[src/sv/klf_pkg.sv]
// Package for the keyword line filter.
// Holds the keyword tables, the window type and the case-folding function.
// Has no dependencies; the files that use it do so by scoped names.
package klf_pkg;

   localparam int MAX_KW_LEN = 14;
   localparam int KW_COUNT   = 12;
   localparam int HIST_DEPTH = MAX_KW_LEN - 1;

   typedef logic [7:0]                  byte_type;
   typedef logic [MAX_KW_LEN-1:0][7:0]  window_type;
   typedef logic [HIST_DEPTH-1:0][7:0]  history_type;

   // Keyword lengths in bytes.
   localparam logic [4:0] KW_LEN [KW_COUNT] = '{
      5'd8, 5'd9, 5'd9, 5'd6, 5'd7, 5'd4, 5'd4, 5'd6, 5'd8, 5'd4, 5'd4, 5'd14
   };

   // Keywords stored last byte first, so entry j lines up with window byte j
   // (window byte 0 is the newest). Unused positions are zero.
   localparam logic [7:0] KW_REV [KW_COUNT][MAX_KW_LEN] = '{
      '{8'h68, 8'h63, 8'h74, 8'h61, 8'h70, 8'h6c, 8'h61, 8'h74,
        8'h00, 8'h00, 8'h00, 8'h00, 8'h00, 8'h00},
      '{8'h68, 8'h63, 8'h74, 8'h61, 8'h70, 8'h5f, 8'h6c, 8'h61,
        8'h74, 8'h00, 8'h00, 8'h00, 8'h00, 8'h00},
      '{8'h68, 8'h63, 8'h74, 8'h61, 8'h70, 8'h2d, 8'h6c, 8'h61,
        8'h74, 8'h00, 8'h00, 8'h00, 8'h00, 8'h00},
      '{8'h6b, 8'h73, 8'h69, 8'h67, 8'h79, 8'h7a, 8'h00, 8'h00,
        8'h00, 8'h00, 8'h00, 8'h00, 8'h00, 8'h00},
      '{8'h64, 8'h65, 8'h73, 8'h6f, 8'h70, 8'h73, 8'h6c, 8'h00,
        8'h00, 8'h00, 8'h00, 8'h00, 8'h00, 8'h00},
      '{8'h64, 8'h70, 8'h73, 8'h6c, 8'h00, 8'h00, 8'h00, 8'h00,
        8'h00, 8'h00, 8'h00, 8'h00, 8'h00, 8'h00},
      '{8'h75, 8'h72, 8'h69, 8'h72, 8'h00, 8'h00, 8'h00, 8'h00,
        8'h00, 8'h00, 8'h00, 8'h00, 8'h00, 8'h00},
      '{8'h6b, 8'h73, 8'h69, 8'h67, 8'h61, 8'h6d, 8'h00, 8'h00,
        8'h00, 8'h00, 8'h00, 8'h00, 8'h00, 8'h00},
      '{8'h75, 8'h73, 8'h6c, 8'h65, 8'h6e, 8'h72, 8'h65, 8'h6b,
        8'h00, 8'h00, 8'h00, 8'h00, 8'h00, 8'h00},
      '{8'h75, 8'h73, 8'h6b, 8'h2f, 8'h00, 8'h00, 8'h00, 8'h00,
        8'h00, 8'h00, 8'h00, 8'h00, 8'h00, 8'h00},
      '{8'h64, 8'h75, 8'h73, 8'h6b, 8'h00, 8'h00, 8'h00, 8'h00,
        8'h00, 8'h00, 8'h00, 8'h00, 8'h00, 8'h00},
      '{8'h6f, 8'h73, 8'h2e, 8'h68, 8'h63, 8'h74, 8'h61, 8'h70,
        8'h6c, 8'h61, 8'h74, 8'h62, 8'h69, 8'h6c}
   };

   // Folds an upper-case ASCII letter to lower case; other bytes pass.
   function automatic byte_type fold_case(input byte_type c);
      byte_type r;
      r = c;
      if (c inside {[8'h41:8'h5A]}) begin
         r = c + 8'h20;
      end
      return r;
   endfunction

endpackage

[src/sv/klf_channels.sv]
// Channel interfaces for the keyword line filter: input bytes, verdicts
// and the filter enable register write. Depends on klf_pkg for types.
interface klf_req_if;
   logic                valid;
   logic                ready;
   klf_pkg::byte_type   char_in;
   logic                line_end;
   modport source (output valid, char_in, line_end, input ready);
   modport sink   (input valid, char_in, line_end, output ready);
endinterface

interface klf_rsp_if;
   logic valid;
   logic ready;
   logic drop_line;
   modport source (output valid, drop_line, input ready);
   modport sink   (input valid, drop_line, output ready);
endinterface

interface klf_csr_if;
   logic valid;
   logic ready;
   logic filter_enable;
   modport source (output valid, filter_enable, input ready);
   modport sink   (input valid, filter_enable, output ready);
endinterface

[src/sv/keyword_line_filter.sv]
// Keyword line filter: one byte per item in, one drop verdict per line out.
// The verdict of a line passes the input register, then the compare and result
// register, after its last byte is accepted. One byte item per cycle, set by
// the single-pass compare, unless a last byte waits behind a stalled verdict.
// Reset (synchronous, active high) empties both stages, clears the history
// and flags, and sets filter_enable to 1.
module keyword_line_filter (
   input  logic         clock,
   input  logic         reset,
   klf_req_if.sink      req_ch,
   klf_rsp_if.source    rsp_ch,
   klf_csr_if.sink      csr_ch
);

   // Input register stage.
   logic                 s1_valid_ff, s1_valid_in;
   klf_pkg::byte_type    s1_char_ff, s1_char_in;
   logic                 s1_last_ff, s1_last_in;

   // Line state.
   klf_pkg::history_type history_ff, history_in;
   logic                 match_ff, match_in;
   logic                 zero_seen_ff, zero_seen_in;
   logic                 enable_ff, enable_in;

   // Result register.
   logic                 rsp_valid_ff, rsp_valid_in;
   logic                 drop_ff, drop_in;

   klf_pkg::window_type  window;
   logic                 hit;
   logic                 fire;
   logic                 req_accept;
   logic                 byte_live;
   logic                 line_match;

   // The staged item moves on unless it carries a verdict and the result
   // register is full and stalled.
   assign fire       = s1_valid_ff && (!s1_last_ff || !rsp_valid_ff || rsp_ch.ready);
   assign req_ch.ready = !s1_valid_ff || fire;
   assign req_accept = req_ch.valid && req_ch.ready;
   assign csr_ch.ready = 1'b1;

   assign window = {history_ff, klf_pkg::fold_case(s1_char_ff)};

   klf_match u_match (
      .window (window),
      .hit    (hit)
   );

   assign byte_live  = !zero_seen_ff && (s1_char_ff != 8'h00);
   assign line_match = match_ff || (byte_live && hit);

   // Input stage next state.
   always_comb begin
      s1_valid_in = s1_valid_ff;
      s1_char_in  = s1_char_ff;
      s1_last_in  = s1_last_ff;
      if (req_accept) begin
         s1_valid_in = 1'b1;
         s1_char_in  = req_ch.char_in;
         s1_last_in  = req_ch.line_end;
      end else if (fire) begin
         s1_valid_in = 1'b0;
      end
   end

   // History and flags: a live byte shifts in, a zero byte stops the line,
   // and the last byte clears everything for the next line.
   always_comb begin
      history_in   = history_ff;
      match_in     = match_ff;
      zero_seen_in = zero_seen_ff;
      if (fire) begin
         if (s1_last_ff) begin
            history_in   = '0;
            match_in     = 1'b0;
            zero_seen_in = 1'b0;
         end else if (byte_live) begin
            history_in = window[klf_pkg::HIST_DEPTH-1:0];
            match_in   = line_match;
         end else if (!zero_seen_ff) begin
            zero_seen_in = 1'b1;
         end
      end
   end

   // Result register, loaded on the last byte of a line.
   always_comb begin
      rsp_valid_in = rsp_valid_ff;
      drop_in      = drop_ff;
      if (fire && s1_last_ff) begin
         rsp_valid_in = 1'b1;
         drop_in      = line_match && enable_ff;
      end else if (rsp_ch.ready) begin
         rsp_valid_in = 1'b0;
      end
   end

   // Enable register write.
   always_comb begin
      enable_in = enable_ff;
      if (csr_ch.valid) begin
         enable_in = csr_ch.filter_enable;
      end
   end

   // Control state.
   always_ff @(posedge clock) begin
      if (reset) begin
         s1_valid_ff  <= 1'b0;
         rsp_valid_ff <= 1'b0;
         history_ff   <= '0;
         match_ff     <= 1'b0;
         zero_seen_ff <= 1'b0;
         enable_ff    <= 1'b1;
      end else begin
         s1_valid_ff  <= s1_valid_in;
         rsp_valid_ff <= rsp_valid_in;
         history_ff   <= history_in;
         match_ff     <= match_in;
         zero_seen_ff <= zero_seen_in;
         enable_ff    <= enable_in;
      end
   end

   // Payload registers.
   always_ff @(posedge clock) begin
      s1_char_ff <= s1_char_in;
      s1_last_ff <= s1_last_in;
      drop_ff    <= drop_in;
   end

   assign rsp_ch.valid     = rsp_valid_ff;
   assign rsp_ch.drop_line = drop_ff;

endmodule

[src/sv/klf_match.sv]
// Parallel keyword comparator for the keyword line filter.
// Depends on klf_pkg for the keyword tables and the window type.
module klf_match (
   input  klf_pkg::window_type window,
   output logic                hit
);

   logic [klf_pkg::KW_COUNT-1:0] kw_hit;

   // Each keyword compares its bytes against the newest window bytes.
   always_comb begin
      for (int k = 0; k < klf_pkg::KW_COUNT; k++) begin
         kw_hit[k] = 1'b1;
         for (int j = 0; j < klf_pkg::MAX_KW_LEN; j++) begin
            if ((j < int'(klf_pkg::KW_LEN[k])) &&
                (window[j] != klf_pkg::KW_REV[k][j])) begin
               kw_hit[k] = 1'b0;
            end
         end
      end
   end

   assign hit = |kw_hit;

endmodule

[src/flat_wrapper.sv]
// flat-port wrapper written by rule: the top's interface ports become plain ports
module keyword_line_filter_flat 
  (clock, reset, req_ch_valid, req_ch_char_in, req_ch_line_end, req_ch_ready, rsp_ch_valid, rsp_ch_drop_line, rsp_ch_ready, csr_ch_valid, csr_ch_filter_enable, csr_ch_ready);
  klf_req_if req_ch_i ();
  klf_rsp_if rsp_ch_i ();
  klf_csr_if csr_ch_i ();
  input  logic clock;
  input  logic reset;
  input wire logic [$bits(req_ch_i.valid)-1:0] req_ch_valid;
  input wire logic [$bits(req_ch_i.char_in)-1:0] req_ch_char_in;
  input wire logic [$bits(req_ch_i.line_end)-1:0] req_ch_line_end;
  output wire logic [$bits(req_ch_i.ready)-1:0] req_ch_ready;
  output wire logic [$bits(rsp_ch_i.valid)-1:0] rsp_ch_valid;
  output wire logic [$bits(rsp_ch_i.drop_line)-1:0] rsp_ch_drop_line;
  input wire logic [$bits(rsp_ch_i.ready)-1:0] rsp_ch_ready;
  input wire logic [$bits(csr_ch_i.valid)-1:0] csr_ch_valid;
  input wire logic [$bits(csr_ch_i.filter_enable)-1:0] csr_ch_filter_enable;
  output wire logic [$bits(csr_ch_i.ready)-1:0] csr_ch_ready;
  assign req_ch_i.valid = req_ch_valid;
  assign req_ch_i.char_in = req_ch_char_in;
  assign req_ch_i.line_end = req_ch_line_end;
  assign req_ch_ready = req_ch_i.ready;
  assign rsp_ch_valid = rsp_ch_i.valid;
  assign rsp_ch_drop_line = rsp_ch_i.drop_line;
  assign rsp_ch_i.ready = rsp_ch_ready;
  assign csr_ch_i.valid = csr_ch_valid;
  assign csr_ch_i.filter_enable = csr_ch_filter_enable;
  assign csr_ch_ready = csr_ch_i.ready;
  keyword_line_filter u_core (.clock(clock), .reset(reset), .req_ch(req_ch_i), .rsp_ch(rsp_ch_i), .csr_ch(csr_ch_i));
endmodule
[config.mk]
export PLATFORM = sky130hd
export DESIGN_NAME = keyword_line_filter_flat
export DESIGN_NICKNAME = d
export VERILOG_FILES = /design/src/sv/klf_pkg.sv /design/src/sv/klf_channels.sv /design/src/sv/keyword_line_filter.sv /design/src/sv/klf_match.sv /design/src/flat_wrapper.sv
export SDC_FILE = /design/constraint.sdc
export NUM_CORES = 1
export LEC_CHECK = 0
export CORE_MARGIN = 5
export CORE_UTILIZATION = 55
export DETAILED_ROUTE_END_ITERATION = 10
export DONT_BUFFER_PORTS = 1
export PLACE_DENSITY = 0.7
export SLEW_MARGIN = 20
export SYNTH_ARGS = -nofsm -noshare
export SYNTH_HDL_FRONTEND = slang
export SYNTH_SLANG_ARGS = --single-unit
[constraint.sdc]
create_clock -name clock -period 6.4 [get_ports clock]
set_input_delay 0.32 -clock clock [delete_from_list [all_inputs] [get_ports clock]]
set_output_delay 0.32 -clock clock [all_outputs]
set_load 0.005 [all_outputs]
Yosys cells after proc, flatten, opt, wreduce, memory -nomap -nowiden

Index checks and enable logic that the tools add are counted.

Flip-flop bits (word level): 119
Input port bits: 15
Output and inout bits: 4

Add/subtract/negate cells: 1
Magnitude comparators: 2
Eq/ne operators: 54
Multiplexer cells: 75
Reduce and logical (&&, ||, !) cells: 22

Operator list:

| kind                | count |
|---|---|
| $ne 8x7->1 const B  | 50 |
| $mux 104            | 2 |
| $mux 1              | 72 |
| $ne 8x6->1 const B  | 3 |
| $reduce_or 12->1    | 1 |
| $add 8x6->8 const B | 1 |
| $ge 8x7->1 const B  | 1 |
| $le 8x7->1 const B  | 1 |
| $mux 8              | 1 |
| $reduce_bool 8->1   | 1 |
| $logic_and 1x1->1   | 7 |
| $reduce_bool 2->1   | 3 |
| $logic_not 1->1     | 4 |
| $logic_or 1x1->1    | 4 |
| $reduce_and 2->1    | 2 |
| $ne 2x1->1 const B  | 1 |

Logic depth before layout (Yosys ltp)

Gate-level depths: netlist of run 1.

Depth in word-level cells: 23
Mapped depth: 8

Cells and area by module

From an unflattened synthesis of run 1, not the netlist that was laid out.

Cells, all modules: 392
Area total of the unflattened synthesis: 4,569.4 um^2

Modules (own cells, without submodules):

| module              | times used | cells each | area an instance (um^2) |
|---|---|---|---|
| keyword_line_filter | 1          | 283        | 3,767.4 |
| klf_match           | 1          | 109        | 802.0 |

Worst setup path before layout of run 1

No wires, ideal clock.

Kind: flip-flop to flip-flop
Start: reg u_core.history_ff[26] (netlist name)
End: reg u_core.drop_ff, in the netlist u_core.rsp_ch.drop_line, data pin
Arrival time: 2.193 ns
Setup slack: 4.038 ns
Stages on the path, launching flop included: 7
Clock period less this slack: 2.362 ns
Path through: dfxtp_1 -> or4_1 -> or4_1 -> or4_1 -> o31ai_1 -> a41oi_1 -> o31ai_1

Word-level cells in the longest chain between the ends: 15
Elaborated cells on any way between the ends: 42
Those cells by class: 5 x eq/ne; 33 x mux; 4 x reduce/logical

Ends and longest elaborated chain:

| item                   | RTL line                   | RTL |
|---|---|---|
| start, declared        | keyword_line_filter.sv:21  | `klf_pkg::history_type history_ff, history_in;` |
| start signal, assigned | keyword_line_filter.sv:120 | `history_ff <= history_in;` |
| $ne 8x7->1             | klf_match.sv:16            | `(window[j] != klf_pkg::KW_REV[k][j])) begin` |
| $mux 1 (10 in a row)   | klf_match.sv:15            | `if ((j < int'(klf_pkg::KW_LEN[k])) &&` |
| $reduce_or 12->1 (*)   | klf_match.sv:23            | `assign hit = \|kw_hit;` |
| $logic_and 1x1->1 (*)  | keyword_line_filter.sv:52  | `assign line_match = match_ff \|\| (byte_live && hit);` |
| $logic_or 1x1->1 (*)   | keyword_line_filter.sv:52  |  |
| $logic_and 1x1->1 (*)  | keyword_line_filter.sv:94  | `drop_in = line_match && enable_ff;` |
| end signal, assigned   | keyword_line_filter.sv:131 | `drop_ff <= drop_in;` |
| end, declared          | keyword_line_filter.sv:28  | `logic drop_ff, drop_in;` |

Every way passes the cells marked *; elsewhere a longest branch is shown, timed or not.
A chain may end at the register's enable or synchronous reset.

Worst setup path after layout of run 1

Start: reg u_core.history_ff[51] (netlist name)
End: reg u_core.drop_ff, in the netlist u_core.rsp_ch.drop_line, data pin

Word-level cells in the longest chain between the ends: 12
Elaborated cells on any way between the ends: 21
Those cells by class: 4 x eq/ne; 13 x mux; 4 x reduce/logical

Ends and longest elaborated chain:

| item                  | RTL line |
|---|---|
| $ne 8x7->1            | klf_match.sv:16 |
| $mux 1 (7 in a row)   | klf_match.sv:15 |
| $reduce_or 12->1 (*)  | klf_match.sv:23 |
| $logic_and 1x1->1 (*) | keyword_line_filter.sv:52 |
| $logic_or 1x1->1 (*)  | keyword_line_filter.sv:52 |
| $logic_and 1x1->1 (*) | keyword_line_filter.sv:94 |

Marks and branches as above.

==> results of run 1 <==
-- state kept, by name, summed over array words and instances, names as in the netlist --
| name | count |
|---|---|
| u_core.enable_ff | 1 |
| u_core.history_ff | 104 |
| u_core.match_ff | 1 |
| u_core.rsp_ch.drop_line | 1 |
| u_core.rsp_ch.valid | 1 |
| u_core.s1_char_ff | 8 |
| u_core.s1_last_ff | 1 |
| u_core.s1_valid_ff | 1 |
| u_core.zero_seen_ff | 1 |
-- routing by layer --
metal	vias to the layer above	GRT usage [%]	share of wire (%)
met1	1739	29.7	47
met2	106	32.5	46
met5	-	0	0
met3	20	5.81	5.3
met4	0	8.70	1.8
li1	1645	-	-
-- synth_stat cells (all sizes together) --
cell type / count
nor3: 6
nand3b: 2
and3: 1
a22o: 99
o211ai: 2
a31oi: 5
o21bai: 1
nand4: 10
nor4bb: 4
or2: 2
buf: 2
nand4b: 11
o31ai: 3
a21oi: 6
and4b: 3
nor2b: 4
or2b: 1
nor3b: 6
clkbuf: 21
o41ai: 2
mux2: 1
o21ai: 10
a41oi: 2
or3b: 1
dfxtp: 109
inv: 7
edfxtp: 10
ha: 1
and2: 1
nand2b: 6
nand2: 25
nor4b: 8
o32ai: 1
and2b: 1
nand3: 6
or4: 7
nor2: 14
conb: 1
nor4: 9
-- worst paths after layout --
check                               from                 endpoint  slack [ns]  cells after the start
setup / recovery   u_core.history_ff[51]  u_core.rsp_ch.drop_line        3.62                      7
hold / removal              rsp_ch_ready      u_core.rsp_ch.valid        0.05                      2
setup reg to reg   u_core.history_ff[51]  u_core.rsp_ch.drop_line        3.62                      7
hold reg to reg   u_core.history_ff[102]   u_core.history_ff[102]        0.47                      1
-- report_power, final --
part	switching, W	internal, W	total, W
Sequential	0.00000925	0.000758	0.000768
Clock	0.000344	0.000660	0.00100
Combinational	0.0000284	0.0000143	0.0000428
-- logic make-up after synthesis --
logic type                 Yosys count
other                                1
DFF                                119
adders and majority gates            1
and+or+nand+nor                    128
AOI/OAI and AO/OA                  131
muxes                                1
buffers and inverters               30
-- what timing repair did --
item                                   4_1_cts  5_1_grt
hold buffers                                13        0
endpoints found under the hold margin       12        0
gates resized for setup                      0        0
-- layout by cell type (no fill, tap or decap), types with 5 or more instances in the layout --
master / Yosys / layout
dfxtp_1: 109 / 109
a22o_1: 97 / 97
nand2_1: 25 / 25
clkbuf_16: 0 / 17
nor2_1: 14 / 14
dlygate4sd3_1: 0 / 13
nand4b_1: 11 / 11
nand4_1: 10 / 10
o21ai_0: 10 / 10
edfxtp_1: 10 / 10
nor4_1: 9 / 9
inv_1: 7 / 7
nor4b_1: 7 / 7
or4_1: 7 / 7
nor3b_1: 6 / 6
nand3_1: 6 / 6
nand2b_1: 6 / 6
nor3_1: 6 / 6
a31oi_1: 5 / 5
a21oi_1: 6 / 5
-- through the flow --
stage                     setup WS (ns)  hold WS (ns)  cells
after CTS                          3.63        0.0195    540
after global routing               3.46        0.0405    540
after floorplan                    4.04         0.389    411
after global placement             3.67         0.392    495
after detailed placement           3.67         0.394    495
final                              3.62        0.0480    540
-- final cells by class --
class | count | area [µm²] | area share [%]
flip-flops and latches | 119 | 2480 | 46.6
clock inverters | 13 | 190 | 3.57
inverters | 7 | 26.3 | 0.493
clock buffers | 19 | 443 | 8.32
well taps | 105 | 131 | 2.47
repair buffers | 15 | 145 | 2.73
multi-input cells | 262 | 1910 | 35.8
-- worst max-delay path, delay by kind of cell, from the launching register on --
kind,cells,cell delay [ns]
AOI/OAI and AO/OA,3,0.80
and+or+nand+nor,4,1.44
DFF,1,0.36
==> results.json, run 1 <==
{
  "status": "finished clean",
  "drive_gt1_share_pct": 10.6,
  "drc": 0,
  "firstDrtPassIters": 6,
  "yosysTopAreaCell": "dfxtp_1",
  "dieArea_um2": 10100,
  "leakage_nw": 1.90,
  "powerDensity_nw_per_um2": 341,
  "synth.area.mux_share_pct": 0.250,
  "skew_ns": 0.00836,
  "synth_fp_nets": 427,
  "antenna_cells": 0,
  "synthTopCellsByArea": "dfxtp_1, a22o_1, edfxtp_1",
  "cp.required_ns": 6.75,
  "synth_compound_area_share_pct": 23.7,
  "coreArea_um2": 8090,
  "cts_tree": "done",
  "rsz0062_at_grt": "no",
  "dieHeight_um": 101,
  "gp_congestion": 0.897,
  "grt_pass1_wl_um": 17000,
  "synth_top_family_by_area": "compound AO/OA/AOI/OAI gates",
  "max_freq_mhz": 359,
  "synth_fa_ha_area_share_pct": 0.277,
  "start_kind": "flip-flop",
  "wl_per_cell_um": 19.1,
  "rows": 33,
  "nFillCells": 623,
  "gr-usage-all-layers_pct": 21.6,
  "final_util_pct": 65.8,
  "dp_hpwl_um": 6360,
  "io_pins": 19,
  "drt_iter0_drc": 272,
  "peakVddDrop_uv": 218,
  "synth.cell_area_um2": 4510,
  "worstPathCellList": "nor4b_2 -> nand4b_1 -> or4_1 -> or4_1 -> o31ai_1 -> a41oi_1 -> o31ai_1",
  "clockBufferDepth": 2,
  "relSlewSlack_pct": 29.6,
  "root_buffer": "clkbuf_8",
  "total_power_w": 0.00181,
  "slew_violations": 0,
  "finish.instance_area_um2": 5330,
  "cts.sinks": 119,
  "grt_antenna_before_repair": 0,
  "max_stage_delay_ns": 0.53,
  "max-cap-violations": 0,
  "cts_buffers": 17,
  "synth.top_cell.area_share_pct": 48.4,
  "arrival_ns": 3.13,
  "area_delta_synth_final_pct": 18.1,
  "synthXorXnorAreaFrac_pct": 0,
  "worst_pin_slew_ns": 1.06,
  "grt_max_degree": 107,
  "routed_wl_um": 10300,
  "ant_nets": 0,
  "fp.dieW_um": 101,
  "portBuffers": 0,
  "synth_seq_area_share_pct": 55.0,
  "avgSynthCellArea_um2": 11.0,
  "slowest_stage": "or4_1",
  "fin_crit_ns": 2.78,
  "clock_latency_ns": 0.52,
  "period_share_pct": 43.5,
  "crit_path_end_kind": "flip-flop",
  "syn_inst": 411,
  "yosys_warnings": 0,
  "start_util_pct": 55.7,
  "fin_nets": 438,
  "post-cts-setup-buffer-count": 0,
  "setup_viol": 0,
  "worstPathMaxFanout": 5,
  "path_clk_slew_ns": 0.06,
  "cts_htree_levels": 4,
  "grt_pass1_vias": 3332,
  "setup-tns-final_ns": 0,
  "vias": 3510,
  "synth-simple-area-share_pct": 17.7,
  "ys_types": 44,
  "grt_overflow": 0,
  "viasPerCell": 6.50,
  "min_path_type": "input port to flip-flop",
  "worstSetupPathType": "flip-flop to flip-flop",
  "hold_viol": 0,
  "synth-seq-cells": 119,
  "placed_cell_area_um2": 4560
}
No activity file was read; power rests on OpenSTA's default activity.
==> run 2, diff against run 1 <==
==> constraint.sdc (replaced) <==
create_clock -name clock -period 2.7 [get_ports clock]
set_input_delay 0.135 -clock clock [delete_from_list [all_inputs] [get_ports clock]]
set_output_delay 0.135 -clock clock [all_outputs]
set_load 0.005 [all_outputs]
==> run 2 against run 1 <==
Effect of this change:
- via count decreased by 0.40%
- combinational power rose to 2.8 times the previous value
- largest cell class unchanged
- largest power group unchanged
- first-iteration DRC count down 23%
- clock-buffer cell count is 1 higher
- register-to-register slack got worse by 3.5 ns
- clock power increased by 130%
- sequential share of layout area shrank 1.1 points
- core utilization increased by 1.7 points
- wire length grew 5.1%
- die area unchanged
==> results.json, run 2 (same netlist as run 1, synthesis figures left out) <==
{
  "drc": 0,
  "grt_pass1_vias": 3377,
  "clock_latency_ns": 0.52,
  "rsz0062_at_grt": "no",
  "drt_iter0_drc": 210,
  "routed_wl_um": 10800,
  "gr-usage-all-layers_pct": 22.5,
  "cts_tree": "done",
  "top_register": "u_core.history_ff",
  "viasPerCell": 6.36,
  "cts.sinks": 119,
  "setup_viol": 0,
  "grt_overflow": 0,
  "fp.dieW_um": 101,
  "status": "finished clean",
  "cts_htree_levels": 4,
  "layout_commonest_cell": "dfxtp_1",
  "r2r_start": "u_core.history_ff[56]",
  "grt_max_degree": 93,
  "start_util_pct": 55.7,
  "r2r_slack_ns": 0.11,
  "max_freq_mhz": 387,
  "vias": 3496,
  "root_buffer": "clkbuf_8",
  "coreArea_um2": 8090,
  "arrival_ns": 2.92,
  "powerDensity_nw_per_um2": 781,
  "portBuffers": 0,
  "max-cap-violations": 0,
  "worstPathMaxFanout": 3,
  "drive_gt1_share_pct": 13.3,
  "wl_per_cell_um": 19.7,
  "largest_register_ffs": 104,
  "reg2reg_depth": 7,
  "seqPwrFrac_pct": 42.6,
  "p_switching_w": 0.000928,
  "antenna_cells": 0,
  "skew_ns": 0.0108,
  "setup-tns-final_ns": 0,
  "period_share_pct": 95.8,
  "grt_antenna_before_repair": 0,
  "dieHeight_um": 101,
  "relSlewSlack_pct": 39.9,
  "fin_nets": 448,
  "dp_hpwl_um": 6760,
  "pwr-share-clk_pct": 54.6,
  "ff_latch_area_um2": 2480,
  "top_regs": "u_core.history_ff (104), u_core.s1_char_ff (8)",
  "final_cell_mix": "dfxtp_1, a22o_1, nand2_1, clkbuf_16, dlygate4sd3_1",
  "total_power_w": 0.00427,
  "area_delta_synth_final_pct": 21.1,
  "slew_violations": 0,
  "worstSetupPathType": "flip-flop to flip-flop",
  "cts_buffers": 17,
  "rows": 33,
  "crit_path_end_kind": "flip-flop",
  "min_path_type": "input port to flip-flop",
  "grt_pass1_wl_um": 17600,
  "peakVddDrop_uv": 644,
  "fin_crit_ns": 2.59,
  "nFillCells": 626,
  "hold_viol": 0,
  "leakage_nw": 1.95,
  "p_sw_share_pct": 21.7,
  "start_kind": "flip-flop",
  "io_pins": 19,
  "gp_congestion": 0.921,
  "r2r-end": "u_core.rsp_ch.drop_line",
  "hold_path_end": "u_core.s1_char_ff[7]",
  "p_int_w": 0.00334,
  "cp.required_ns": 3.04,
  "firstDrtPassIters": 5,
  "ant_nets": 0,
  "worst_pin_slew_ns": 0.897,
  "power_frac_comb_pct": 2.8,
  "final_util_pct": 67.5,
  "min_from": "req_ch_char_in[7]",
  "multi_input_area_um2": 1940,
  "path_clk_slew_ns": 0.06,
  "whs_path_depth": 1,
  "clockBufferDepth": 2,
  "dieArea_um2": 10100
}
run 2: how the worst max path moves through the flow:
stage / from / to / slack (ns) / cells after the start
finish: u_core.history_ff[56] / u_core.rsp_ch.drop_line / 0.11 / 7
global route: u_core.history_ff[56] / u_core.rsp_ch.drop_line / 0.01 / 7
CTS: u_core.history_ff[51] / u_core.rsp_ch.drop_line / 0.01 / 7
detailed placement: u_core.history_ff[51] / u_core.rsp_ch.drop_line / 0.07 / 7
global placement: u_core.history_ff[51] / u_core.rsp_ch.drop_line / 0.12 / 7
floorplan: u_core.history_ff[26] / u_core.rsp_ch.drop_line / 0.34 / 6
run 2: routing by layer:
metal / track usage (%) / vias up / part of all wire (%)
met5: 0 / - / 0
met4: 8.91 / 0 / 1.3
met3: 7.34 / 15 / 5.5
met2: 32.7 / 101 / 47
met1: 31.1 / 1715 / 47
li1: - / 1665 / -
run 2: area by class of cell:
| cell class | instances | share of cell area, % |
|---|---|---|
| Tap cell | 105 | 2.41 |
| Clock buffer | 20 | 8.36 |
| Clock inverter | 12 | 3.00 |
| Timing Repair Buffer | 25 | 4.81 |
| Multi-Input combinational cell | 262 | 35.4 |
| Sequential cell | 119 | 45.5 |
| Inverter | 7 | 0.481 |
run 2: power by group through the flow:
stage	combinational, W	clock [W]	sequential [W]
6_report	0.000120	0.00233	0.00182
5_1_grt	0.000131	0.00244	0.00182
4_1_cts	0.000117	0.00236	0.00182
3_5_place_dp	0.0000983	0	0.00185
3_3_place_gp	0.0000971	0	0.00185
2_1_floorplan	0.0000739	0	0.00185
run 2: worst max-delay path: stages (launching register included):
cell      delay (ns)
dfxtp_2         0.33
nor4b_2         0.27
nand4b_1        0.17
or4_4           0.53
or4_4           0.44
o31ai_4         0.19
a41oi_2         0.17
o31ai_1         0.29
run 2: stage by stage:
stage | instance area (µm²) | setup slack (ns) | cells | hold WS, ns
after floorplan | 4510 | 0.338 | 411 | 0.204
after global placement | 4660 | 0.123 | 503 | 0.206
after detailed placement | 4660 | 0.0692 | 503 | 0.208
after CTS | 5430 | 0.0142 | 550 | 0.208
after global routing | 5460 | 0.0108 | 550 | 0.227
final | 5460 | 0.113 | 550 | 0.238
run 2: timing repair:
action,CTS,global route
hold buffers,15,0
endpoints found under the hold margin,23,0
gates resized for setup,0,6
setup endpoints to repair,0,2
buffers inserted,0,0
==> run 3, diff against run 2 <==
--- a/config.mk
+++ b/config.mk
@@ -7,6 +7,7 @@
 export LEC_CHECK = 0
 export CORE_MARGIN = 5
 export CORE_UTILIZATION = 55
+export CTS_BUF_LIST = sky130_fd_sc_hd__clkbuf_16
 export DETAILED_ROUTE_END_ITERATION = 10
 export DONT_BUFFER_PORTS = 1
 export PLACE_DENSITY = 0.7
==> run 3 against run 2 <==
Effect of this change:
- register-to-register slack got worse by 0.03 ns
- via count rose by 0.37%
- global-route usage down 0.13 points
- sequential cell count is the same
- first-iteration DRC count up 4.8%
- core utilization is 0.11 points lower
- wire length decreased by 0.15%
- die area is the same
==> results.json, run 3 (same netlist as run 1, synthesis figures left out) <==
{
  "status": "finished clean",
  "min_path_type": "input port to flip-flop",
  "placed_cell_area_um2": 4660,
  "cts_tree": "done",
  "slew_violations": 0,
  "wl_met3_um": 548,
  "worstPathCellList": "nor4b_2 -> nand4b_1 -> or4_4 -> or4_4 -> o31ai_4 -> a41oi_2 -> o31ai_1",
  "dieHeight_um": 101,
  "fin_nets": 447,
  "grt_overflow": 0,
  "cts_htree_levels": 4,
  "layout_commonest_cell": "dfxtp_1",
  "worstPathMaxFanout": 3,
  "post-cts-setup-buffer-count": 0,
  "whs_path_depth": 4,
  "top_regs": "u_core.history_ff (104), u_core.s1_char_ff (8)",
  "routed.top_layer": "met4",
  "layout_setup_ws_ns": 0.0864,
  "leakage_nw": 1.94,
  "setup-tns-final_ns": 0,
  "slowest_stage": "or4_4",
  "powerDensity_nw_per_um2": 783,
  "wl_met2_um": 5040,
  "clockBufferDepth": 2,
  "hold_slack_ns": 0.0525,
  "final_cell_mix": "dfxtp_1, a22o_1, nand2_1, clkbuf_16",
  "antenna_cells": 0,
  "drt_iter0_drc": 220,
  "relSlewSlack_pct": 40.4,
  "arrival_ns": 2.84,
  "hold_viol": 0,
  "clock_latency_ns": 0.42,
  "setup_viol": 0,
  "routed_wl_um": 10800,
  "wl_per_cell_um": 19.7,
  "rows": 33,
  "io_pins": 19,
  "worst_pin_slew_ns": 0.890,
  "dp_hpwl_um": 6760,
  "gr-usage-all-layers_pct": 22.4,
  "cts_buffers": 17,
  "ant_nets": 0,
  "finish.instance_area_um2": 5450,
  "reg2reg_depth": 7,
  "drive_gt1_share_pct": 13.1,
  "portBuffers": 0,
  "crit_path_end_kind": "flip-flop",
  "skew_ns": 0.0124,
  "met1_length_um": 5020,
  "fin_crit_ns": 2.61,
  "root_buffer": "clkbuf_16",
  "period_share_pct": 96.8,
  "fp.dieW_um": 101,
  "grt_max_degree": 93,
  "viasPerCell": 6.39,
  "start_kind": "flip-flop",
  "grt_antenna_before_repair": 0,
  "area_delta_synth_final_pct": 20.9,
  "dp_worst_setup_slack_ns": 0.0692,
  "top_register": "u_core.history_ff",
  "dieArea_um2": 10100,
  "start_util_pct": 55.7,
  "worstSetupPathType": "flip-flop to flip-flop",
  "max_stage_delay_ns": 0.55,
  "gp_congestion": 0.921,
  "grt_pass1_wl_um": 17400,
  "largest_register_ffs": 104,
  "max_freq_mhz": 383,
  "total_power_w": 0.00427,
  "vias": 3509,
  "cp.required_ns": 2.93,
  "cp_common_cell": "or4_4",
  "grt_pass1_vias": 3369,
  "max-cap-violations": 0,
  "peakVddDrop_uv": 634,
  "coreArea_um2": 8090,
  "cts.sinks": 119,
  "drc": 0,
  "firstDrtPassIters": 4,
  "path_clk_slew_ns": 0.06
}
run 3: power breakdown:
part / leakage (nW) / total, W / internal [W] / switching (W)
combinational: 0.673 / 0.000118 / 0.0000441 / 0.0000738
clock: 0.294 / 0.00234 / 0.00151 / 0.000828
sequential: 0.978 / 0.00182 / 0.00180 / 0.0000190
run 3: worst paths after layout:
check             slack [ns]                    from                      end
setup / recovery        0.09   u_core.history_ff[56]  u_core.rsp_ch.drop_line
hold / removal          0.05            rsp_ch_ready      u_core.zero_seen_ff
setup reg to reg        0.09   u_core.history_ff[56]  u_core.rsp_ch.drop_line
hold reg to reg         0.47  u_core.history_ff[102]   u_core.history_ff[102]
run 3: final cells by class:
class	instances	area (µm²)
Clock buffer	18	450
Clock inverter	14	171
Fill cell	636	2640
Inverter	7	26.3
Multi-Input combinational cell	262	1940
Sequential cell	119	2480
Tap cell	105	131
Timing Repair Buffer	24	253
run 3: critical path, delay by kind of cell (launching register included):
kind | cells | cell delay (ns)
DFF | 1 | 0.33
AOI/OAI and AO/OA | 3 | 0.65
and+or+nand+nor | 4 | 1.45
run 3: what timing repair did:
action	CTS	global route
resized for setup	0	6
hold buffers	14	0
endpoints found under the setup margin	0	2
hold endpoints to repair	12	0
run 3: per-stage QoR:
step,instances,util [%]
floorplan,411,-
global placement,503,57.6
detailed placement,503,57.6
CTS,549,67.0
global route,549,67.4
finish,549,67.4
run 3: layer usage:
metal | up-vias | GRT usage (%)
li1 | 1656 | -
met1 | 1724 | 30.8
met2 | 109 | 32.6
met3 | 20 | 7.54
met4 | 0 | 8.60
met5 | - | 0
